$ cat config.mk
export PLATFORM = sky130hd
export DESIGN_NAME = multi_pending_trigger_delay_flat
export DESIGN_NICKNAME = d
export VERILOG_FILES = /design/src/mptd_pkg.sv /design/src/mptd_if.sv /design/src/mptd_ctrl.sv /design/src/mptd_dp.sv /design/src/multi_pending_trigger_delay.sv /design/src/flat_wrapper.sv
export SDC_FILE = /design/constraint.sdc
export NUM_CORES = 1
export LEC_CHECK = 0
export BUFFER_PORTS_ARGS = -buffer_cell sky130_fd_sc_hd__buf_2
export CAP_MARGIN = 20
export CELL_PAD_IN_SITES_DETAIL_PLACEMENT = 0
export CELL_PAD_IN_SITES_GLOBAL_PLACEMENT = 1
export CORE_UTILIZATION = 50
export DETAILED_ROUTE_END_ITERATION = 16
export PLACE_DENSITY_LB_ADDON = 0.05
export SLEW_MARGIN = 20
export SYNTH_ARGS = -nofsm -noshare
export SYNTH_HDL_FRONTEND = slang
export SYNTH_SLANG_ARGS = --single-unit
$ cat constraint.sdc
create_clock -name clk -period 7.95 [get_ports clk]
set_input_delay 2.385 -clock clk [delete_from_list [all_inputs] [get_ports clk]]
set_output_delay 2.385 -clock clk [all_outputs]
set_load 0.01 [all_outputs]
$ cat src/mptd_pkg.sv
package mptd_pkg;

	localparam int MAX_PENDING = 16;
	localparam int DELAY_BITS  = 20;
	localparam int IDX_W       = $clog2(MAX_PENDING);
	localparam int CNT_W       = $clog2(MAX_PENDING + 1);
	localparam int FIELD_W     = 5;
	localparam int CFG_W       = 20;

	typedef enum logic [1:0] {
		ST_IDLE,
		ST_SCAN,
		ST_FINISH
	} state_t;

	typedef struct packed {
		logic accept;
		logic step;
		logic finish;
	} dp_cmd_t;

	typedef struct packed {
		logic work_zero;
		logic last;
	} dp_status_t;

endpackage

$ cat src/mptd_if.sv
interface mptd_in_if;
	logic valid;
	logic ready;
	logic trigger_in;

	modport source (output valid, output trigger_in, input ready);
	modport sink   (input valid, input trigger_in, output ready);
endinterface

interface mptd_out_if
	import mptd_pkg::*;
();
	logic               valid;
	logic               ready;
	logic [FIELD_W-1:0] fire_count;
	logic               dropped;
	logic [FIELD_W-1:0] pending_now;

	modport source (output valid, output fire_count, output dropped, output pending_now,
		input ready);
	modport sink   (input valid, input fire_count, input dropped, input pending_now,
		output ready);
endinterface

interface mptd_cfg_if
	import mptd_pkg::*;
();
	logic             valid;
	logic             ready;
	logic [CFG_W-1:0] delay_frames;

	modport source (output valid, output delay_frames, input ready);
	modport sink   (input valid, input delay_frames, output ready);
endinterface

$ cat src/mptd_ctrl.sv
module mptd_ctrl
	import mptd_pkg::*;
(
	input  logic       clk,
	input  logic       arst_n,
	input  logic       in_valid,
	output logic       in_ready,
	output logic       out_valid,
	input  logic       out_ready,
	input  dp_status_t status,
	output dp_cmd_t    cmd
);

	state_t state_q, state_d;
	logic   out_valid_q, out_valid_d;

	always_ff @(posedge clk or negedge arst_n) begin
		if (!arst_n) begin
			state_q     <= ST_IDLE;
			out_valid_q <= 1'b0;
		end else begin
			state_q     <= state_d;
			out_valid_q <= out_valid_d;
		end
	end

	always_comb begin
		state_d     = state_q;
		out_valid_d = out_valid_q && !out_ready;
		cmd         = '0;
		in_ready    = 1'b0;
		unique case (state_q)
			ST_IDLE: begin
				in_ready = 1'b1;
				if (in_valid) begin
					cmd.accept = 1'b1;
					state_d    = ST_SCAN;
				end
			end
			ST_SCAN: begin
				if (status.work_zero) begin
					state_d = ST_FINISH;
				end else begin
					cmd.step = 1'b1;
					if (status.last)
						state_d = ST_FINISH;
				end
			end
			ST_FINISH: begin
				// hold the result until the output register frees up
				if (!out_valid_q || out_ready) begin
					cmd.finish  = 1'b1;
					out_valid_d = 1'b1;
					state_d     = ST_IDLE;
				end
			end
			default: state_d = ST_IDLE;
		endcase
	end

	assign out_valid = out_valid_q;

endmodule

$ cat src/mptd_dp.sv
module mptd_dp
	import mptd_pkg::*;
(
	input  logic               clk,
	input  logic               arst_n,
	input  logic               cfg_we,
	input  logic [CFG_W-1:0]   cfg_delay,
	input  logic               trigger_in,
	input  dp_cmd_t            cmd,
	output dp_status_t         status,
	output logic [FIELD_W-1:0] fire_count,
	output logic               dropped,
	output logic [FIELD_W-1:0] pending_now
);

	logic [DELAY_BITS-1:0] slot_q [MAX_PENDING];
	logic [DELAY_BITS-1:0] delay_q;
	logic [CNT_W-1:0]      used_q;
	logic [CNT_W-1:0]      work_q;
	logic [IDX_W-1:0]      rd_idx_q;
	logic [CNT_W-1:0]      kept_q;
	logic [CNT_W-1:0]      fired_q;
	logic                  drop_q;
	logic [FIELD_W-1:0]    fire_out_q;
	logic                  drop_out_q;
	logic [FIELD_W-1:0]    pend_out_q;

	logic                  has_room;
	logic [DELAY_BITS-1:0] cur;

	assign has_room = used_q < CNT_W'(MAX_PENDING);
	assign cur      = slot_q[rd_idx_q];

	always_ff @(posedge clk or negedge arst_n) begin
		if (!arst_n) begin
			delay_q <= '0;
			used_q  <= '0;
		end else begin
			if (cfg_we)
				delay_q <= DELAY_BITS'(cfg_delay);
			if (cmd.finish)
				used_q <= kept_q;
		end
	end

	always_ff @(posedge clk) begin
		if (cmd.accept) begin
			// capture the trigger at the tail of the pending list
			if (trigger_in && has_room) begin
				slot_q[used_q[IDX_W-1:0]] <= delay_q;
				work_q <= used_q + CNT_W'(1);
			end else begin
				work_q <= used_q;
			end
			drop_q   <= trigger_in && !has_room;
			rd_idx_q <= '0;
			kept_q   <= '0;
			fired_q  <= '0;
		end
		if (cmd.step) begin
			// fire a zero slot, else count down and compact toward the head
			if (cur == '0) begin
				fired_q <= fired_q + CNT_W'(1);
			end else begin
				slot_q[kept_q[IDX_W-1:0]] <= cur - DELAY_BITS'(1);
				kept_q <= kept_q + CNT_W'(1);
			end
			rd_idx_q <= rd_idx_q + IDX_W'(1);
		end
		if (cmd.finish) begin
			fire_out_q <= FIELD_W'(fired_q);
			drop_out_q <= drop_q;
			pend_out_q <= FIELD_W'(kept_q);
		end
	end

	assign status.work_zero = (work_q == '0);
	assign status.last      = (CNT_W'(rd_idx_q) == (work_q - CNT_W'(1)));

	assign fire_count  = fire_out_q;
	assign dropped     = drop_out_q;
	assign pending_now = pend_out_q;

endmodule

$ cat src/multi_pending_trigger_delay.sv
// Multi-pending trigger delay: one item is one audio frame carrying a trigger
// flag. A trigger takes a countdown slot loaded with delay_frames when fewer
// than 16 slots are pending, otherwise it is dropped and flagged. Each frame,
// slots at zero fire and leave, the rest count down by one and close ranks
// in order, so a trigger fires exactly delay_frames frames after it arrives
// (in its own frame for a delay of zero). Each item yields one result with
// fire_count, dropped and pending_now. An item is first captured, then the
// slot bank, holding the slots pending once the new trigger is captured, is
// walked one slot per cycle through a single read port, and then the result
// is posted; posting waits while the output register holds an untaken result.
// The result sits in an output register, so the next item is taken while it
// waits. delay_frames is written through cfg at any time the block is idle,
// and only affects triggers captured afterwards.
module multi_pending_trigger_delay
	import mptd_pkg::*;
(
	input logic        clk,
	input logic        arst_n,
	mptd_in_if.sink    in_ch,
	mptd_out_if.source out_ch,
	mptd_cfg_if.sink   cfg
);

	dp_cmd_t    cmd;
	dp_status_t status;

	// the delay register takes a write every cycle
	assign cfg.ready = 1'b1;

	mptd_ctrl u_ctrl (
		.clk       (clk),
		.arst_n    (arst_n),
		.in_valid  (in_ch.valid),
		.in_ready  (in_ch.ready),
		.out_valid (out_ch.valid),
		.out_ready (out_ch.ready),
		.status    (status),
		.cmd       (cmd)
	);

	mptd_dp u_dp (
		.clk         (clk),
		.arst_n      (arst_n),
		.cfg_we      (cfg.valid && cfg.ready),
		.cfg_delay   (cfg.delay_frames),
		.trigger_in  (in_ch.trigger_in),
		.cmd         (cmd),
		.status      (status),
		.fire_count  (out_ch.fire_count),
		.dropped     (out_ch.dropped),
		.pending_now (out_ch.pending_now)
	);

	// never more slots in play than the bank holds
	assert property (@(posedge clk) disable iff (!arst_n)
		out_ch.valid |-> (out_ch.pending_now <= FIELD_W'(MAX_PENDING)))
		else $error("pending count exceeds slot bank");

	// fired plus surviving slots cannot exceed the bank
	assert property (@(posedge clk) disable iff (!arst_n)
		out_ch.valid |->
		((6'(out_ch.fire_count) + 6'(out_ch.pending_now)) <= 6'(MAX_PENDING)))
		else $error("fired and pending slots exceed slot bank");

	// an accepted item blocks new items until its result is posted
	assert property (@(posedge clk) disable iff (!arst_n)
		(in_ch.valid && in_ch.ready) |=> !in_ch.ready)
		else $error("item accepted during scan");

endmodule

$ cat src/flat_wrapper.sv
// flat-port wrapper written by rule: the top's interface ports become plain ports
module multi_pending_trigger_delay_flat import mptd_pkg::*;
  (clk, arst_n, in_ch_valid, in_ch_trigger_in, in_ch_ready, out_ch_valid, out_ch_fire_count, out_ch_dropped, out_ch_pending_now, out_ch_ready, cfg_valid, cfg_delay_frames, cfg_ready);
  mptd_in_if in_ch_i ();
  mptd_out_if out_ch_i ();
  mptd_cfg_if cfg_i ();
  input logic clk;
  input logic arst_n;
  input wire logic [$bits(in_ch_i.valid)-1:0] in_ch_valid;
  input wire logic [$bits(in_ch_i.trigger_in)-1:0] in_ch_trigger_in;
  output wire logic [$bits(in_ch_i.ready)-1:0] in_ch_ready;
  output wire logic [$bits(out_ch_i.valid)-1:0] out_ch_valid;
  output wire logic [$bits(out_ch_i.fire_count)-1:0] out_ch_fire_count;
  output wire logic [$bits(out_ch_i.dropped)-1:0] out_ch_dropped;
  output wire logic [$bits(out_ch_i.pending_now)-1:0] out_ch_pending_now;
  input wire logic [$bits(out_ch_i.ready)-1:0] out_ch_ready;
  input wire logic [$bits(cfg_i.valid)-1:0] cfg_valid;
  input wire logic [$bits(cfg_i.delay_frames)-1:0] cfg_delay_frames;
  output wire logic [$bits(cfg_i.ready)-1:0] cfg_ready;
  assign in_ch_i.valid = in_ch_valid;
  assign in_ch_i.trigger_in = in_ch_trigger_in;
  assign in_ch_ready = in_ch_i.ready;
  assign out_ch_valid = out_ch_i.valid;
  assign out_ch_fire_count = out_ch_i.fire_count;
  assign out_ch_dropped = out_ch_i.dropped;
  assign out_ch_pending_now = out_ch_i.pending_now;
  assign out_ch_i.ready = out_ch_ready;
  assign cfg_i.valid = cfg_valid;
  assign cfg_i.delay_frames = cfg_delay_frames;
  assign cfg_ready = cfg_i.ready;
  multi_pending_trigger_delay u_core (.clk(clk), .arst_n(arst_n), .in_ch(in_ch_i), .out_ch(out_ch_i), .cfg(cfg_i));
endmodule
==> flow_summary.yaml <==
clocking:
  htreeDepth: 2
  cts_setup_buffers: 0
  numCtsBuffers: 41
  cts_sinks: 383
  clockBufferDepth: 3
  ctsHoldBuffers: 0
  cts_tree: "done"
  cts-root-buf: "clkbuf_16"
  clk_pin_slew_ns: 0.06
  clk_latency_ns: 0.55
  cts_resized: 0
timing:
  period_minus_slack_ns: 5.01
  slew_violations: 0
  fmax_ghz: 0.200
  worstMarginPinSlew_ns: 1.06
  finalSetupViolations: 0
  finalSetupTns_ns: 0
  hold_violations: 0
  fin_worst_skew_ns: 0.0251
  fin_crit_sh_pct: 63.0
  grt_setup_unrepaired: "false"
  slew_headroom_pct: 28.6
critical_path:
  rr_worst_depth: 13
  endpoint_kind: "flip-flop"
  cp_common_cell: "o22ai_1"
  cp_cell_sequence: "buf_12 > mux4_2 > o22ai_1 > nor2_1 > inv_1 > ha_1 > and4b_1 > o22ai_1 > nand3b_4 > o31ai_4 > buf_4 > nand2_1 > o21ai_1"
  startpoint_type: "flip-flop"
  cp_num_buf_inv: 3
  cp_max_fo: 44
  regToRegSetupSlack_ns: 2.94
  worstPathRequired_ns: 8.13
  crit_family: "compound AO/OA/AOI/OAI gates"
  crit_slowest_cell: "dfxtp_4"
  crit_type: "flip-flop to flip-flop"
  cp.arrival_ns: 5.19
  r2r-end: "u_core.u_dp.slot_q[11][2]"
  max_stage_delay_ns: 0.82
routing:
  wire_per_inst_um: 28.4
  post-route-drc-count: 0
  drt_wl_total_um: 37600
  final_antenna_net_count: 0
  drt-initial-drc-count: 830
  routed_via_density: 6.07
  highest_layer: "met4"
  vias: 8034
  met1_length_um: 15700
  dr.pass1.iters: 5
  met2WireLength_um: 18400
  met3_length_um: 2880
cells_and_area:
  n_fill_cell: 2258
  multi_input_area_mm2: 0.00427
  fin_nets: 928
  syn_to_final_growth_pct: 16.6
  regArea_mm2: 0.0112
  antenna_cells: 0
  drive_gt1_share_pct: 30.5
  fin_util_pct: 59.1
floorplan:
  die_h_um: 178
  num_rows: 64
  die_area_mm2: 0.0316
  die-width_um: 178
  initial_core_util_pct: 50.7
  io_pins: 40
  coreArea_mm2: 0.0305
place:
  numPortBuffers: 38
  place.gp.congestion: 0.848
  dp_hpwl_um: 25200
logic_synthesis:
  synth-edff-count: 341
  synth_nets: 851
  synth_top_area_share_pct: 66.2
  yosys_warnings: 0
  syn_area_mm2: 0.0155
  synth.area.top_cells: "edfxtp_1 66%, mux4_2 12%, dfrtp_1 4.5%"
  syn_avg_cell_area_um2: 18.9
  async_reset_ff_share_pct: 7.31
  ys_ff_latch: 383
  synth_cells: 819
  synth-main-ff-cell: "edfxtp_1"
  ys_types: 53
  ys_seq_area_share_pct: 72.6
  synth_top_area_cell: "edfxtp_1"
status:
  status: "finished, final reports clean"
flow_run:
  max-cap-violations: 0
worst_hold_path:
  hold_path.startpoint: "u_core.u_dp.drop_q"
  holdPathEnd: "u_core.u_dp.dropped"
  hold_path_class: "flip-flop to flip-flop"
  holdPathStages: 0
pwr:
  power_w: 0.00761
  ir_drop_v: 0.000191
  p_per_area_mw_per_mm2: 422
  p_leak_nw: 5.96
grt:
  grt_max_degree: 45
  grt.total_usage_pct: 24.9
  grt_pass1_vias: 8140
  antenna_found_initial: 2
  grt_overflow_total: 0
  grt_pass1_wl_um: 54600
==> cells in the final DEF (no fill, tap or decap), types with 19 or more instances in the layout <==
cell type	count
buf_2	38
nor2_1	24
mux2_2	26
dfrtp_1	28
edfxtp_1	341
clkbuf_16	43
buf_4	19
nand2_1	54
a22oi_1	26
xnor2_1	21
mux4_2	82
==> worst max-delay path by stage <==
stage                     startpoint                        end  slack (ns)  cells past startpoint
after CTS                  flip-flop  u_core.u_dp.slot_q[12][4]        2.87                     13
after global routing       flip-flop  u_core.u_dp.slot_q[11][2]        2.56                     13
after detailed placement   flip-flop   u_core.u_dp.slot_q[6][4]        2.88                     13
after global placement     flip-flop  u_core.u_dp.slot_q[14][6]        2.81                     13
final                      flip-flop  u_core.u_dp.slot_q[11][2]        2.94                     13
after floorplan            flip-flop  u_core.u_dp.slot_q[12][0]        2.87                     15
==> logic make-up (layout without fill, tap and decap cells) <==
| group | after synthesis | in the layout | share of synthesized area (%) |
|---|---|---|---|
| AND/OR/NAND/NOR | 142 | 142 | 4.90 |
| buffers and inverters | 48 | 156 | 1.70 |
| multiplexers | 119 | 119 | 14.6 |
| adder cells (fa/ha/maj) | 6 | 6 | 0.486 |
| AO/OA/AOI/OAI | 91 | 91 | 4.12 |
| XOR/XNOR | 29 | 29 | 1.64 |
| other | 1 | 1 | 0.0243 |
| flip-flops | 383 | 383 | 72.6 |
==> where the power goes <==
group	switching [W]	internal, W
combinational	0.00162	0.000898
clock	0.000771	0.00120
sequential	0.000234	0.00288
==> cell type report <==
cell class	count	area share, %
multi-input cells	388	23.7
inverters	10	0.208
repair buffers	72	3.17
flip-flops and latches	383	62.3
clock inverters	24	1.62
well taps	396	2.75
clock buffers	50	6.23
==> sequential cells by signal, indices dropped and copies added, names as in the netlist, named ones only <==
signal                   cells
u_core.u_dp.dropped          1
u_core.u_ctrl.state_q        2
u_core.u_ctrl.out_valid      1
u_core.u_dp.work_q           5
u_core.u_dp.used_q           5
u_core.u_dp.fired_q          5
u_core.u_dp.delay_q         20
u_core.u_dp.rd_idx_q         4
u_core.u_dp.drop_q           1
u_core.u_dp.fire_count       5
u_core.u_dp.pending_now      5
u_core.u_dp.slot_q         320
u_core.u_dp.kept_q           5
==> synth_stat cells, drive strengths merged, types with 2 or more instances <==
library cell  instances
edfxtp              341
mux4                 82
nand2                55
dfrtp                28
a22oi                26
mux2                 26
buf                  25
o21ai                25
nor2                 24
xnor2                21
dfxtp                14
clkbuf               13
nand3                12
o32ai                12
mux2i                11
inv                  10
nand2b               10
o22ai                 9
xor2                  8
nor3                  7
nor4                  7
ha                    6
nor2b                 5
or2                   5
a21o                  4
and2                  4
a21oi                 3
nand4                 3
o211ai                3
a22o                  2
nand3b                2
nor3b                 2
o21a                  2
or3                   2
or4                   2
==> metrics by stage <==
stage | cell area [µm²] | std cells | setup WS (ns) | hold WS (ns)
final | 18000 | 1323 | 2.94 | 0.441
after global routing | 18000 | 1323 | 2.56 | 0.450
after CTS | 18000 | 1320 | 2.87 | 0.443
after detailed placement | 16500 | 1246 | 2.88 | 0.437
after global placement | 16400 | 1235 | 2.81 | 0.409
after floorplan | 15500 | 819 | 2.87 | 0.400
==> routing by layer <==
layer	track usage, %	vias to the layer above
met4	6.05	0
li1	-	3478
met2	40.3	253
met3	4.03	50
met1	35.5	4253
met5	0	-
Power figures use the tool's default switching activity.
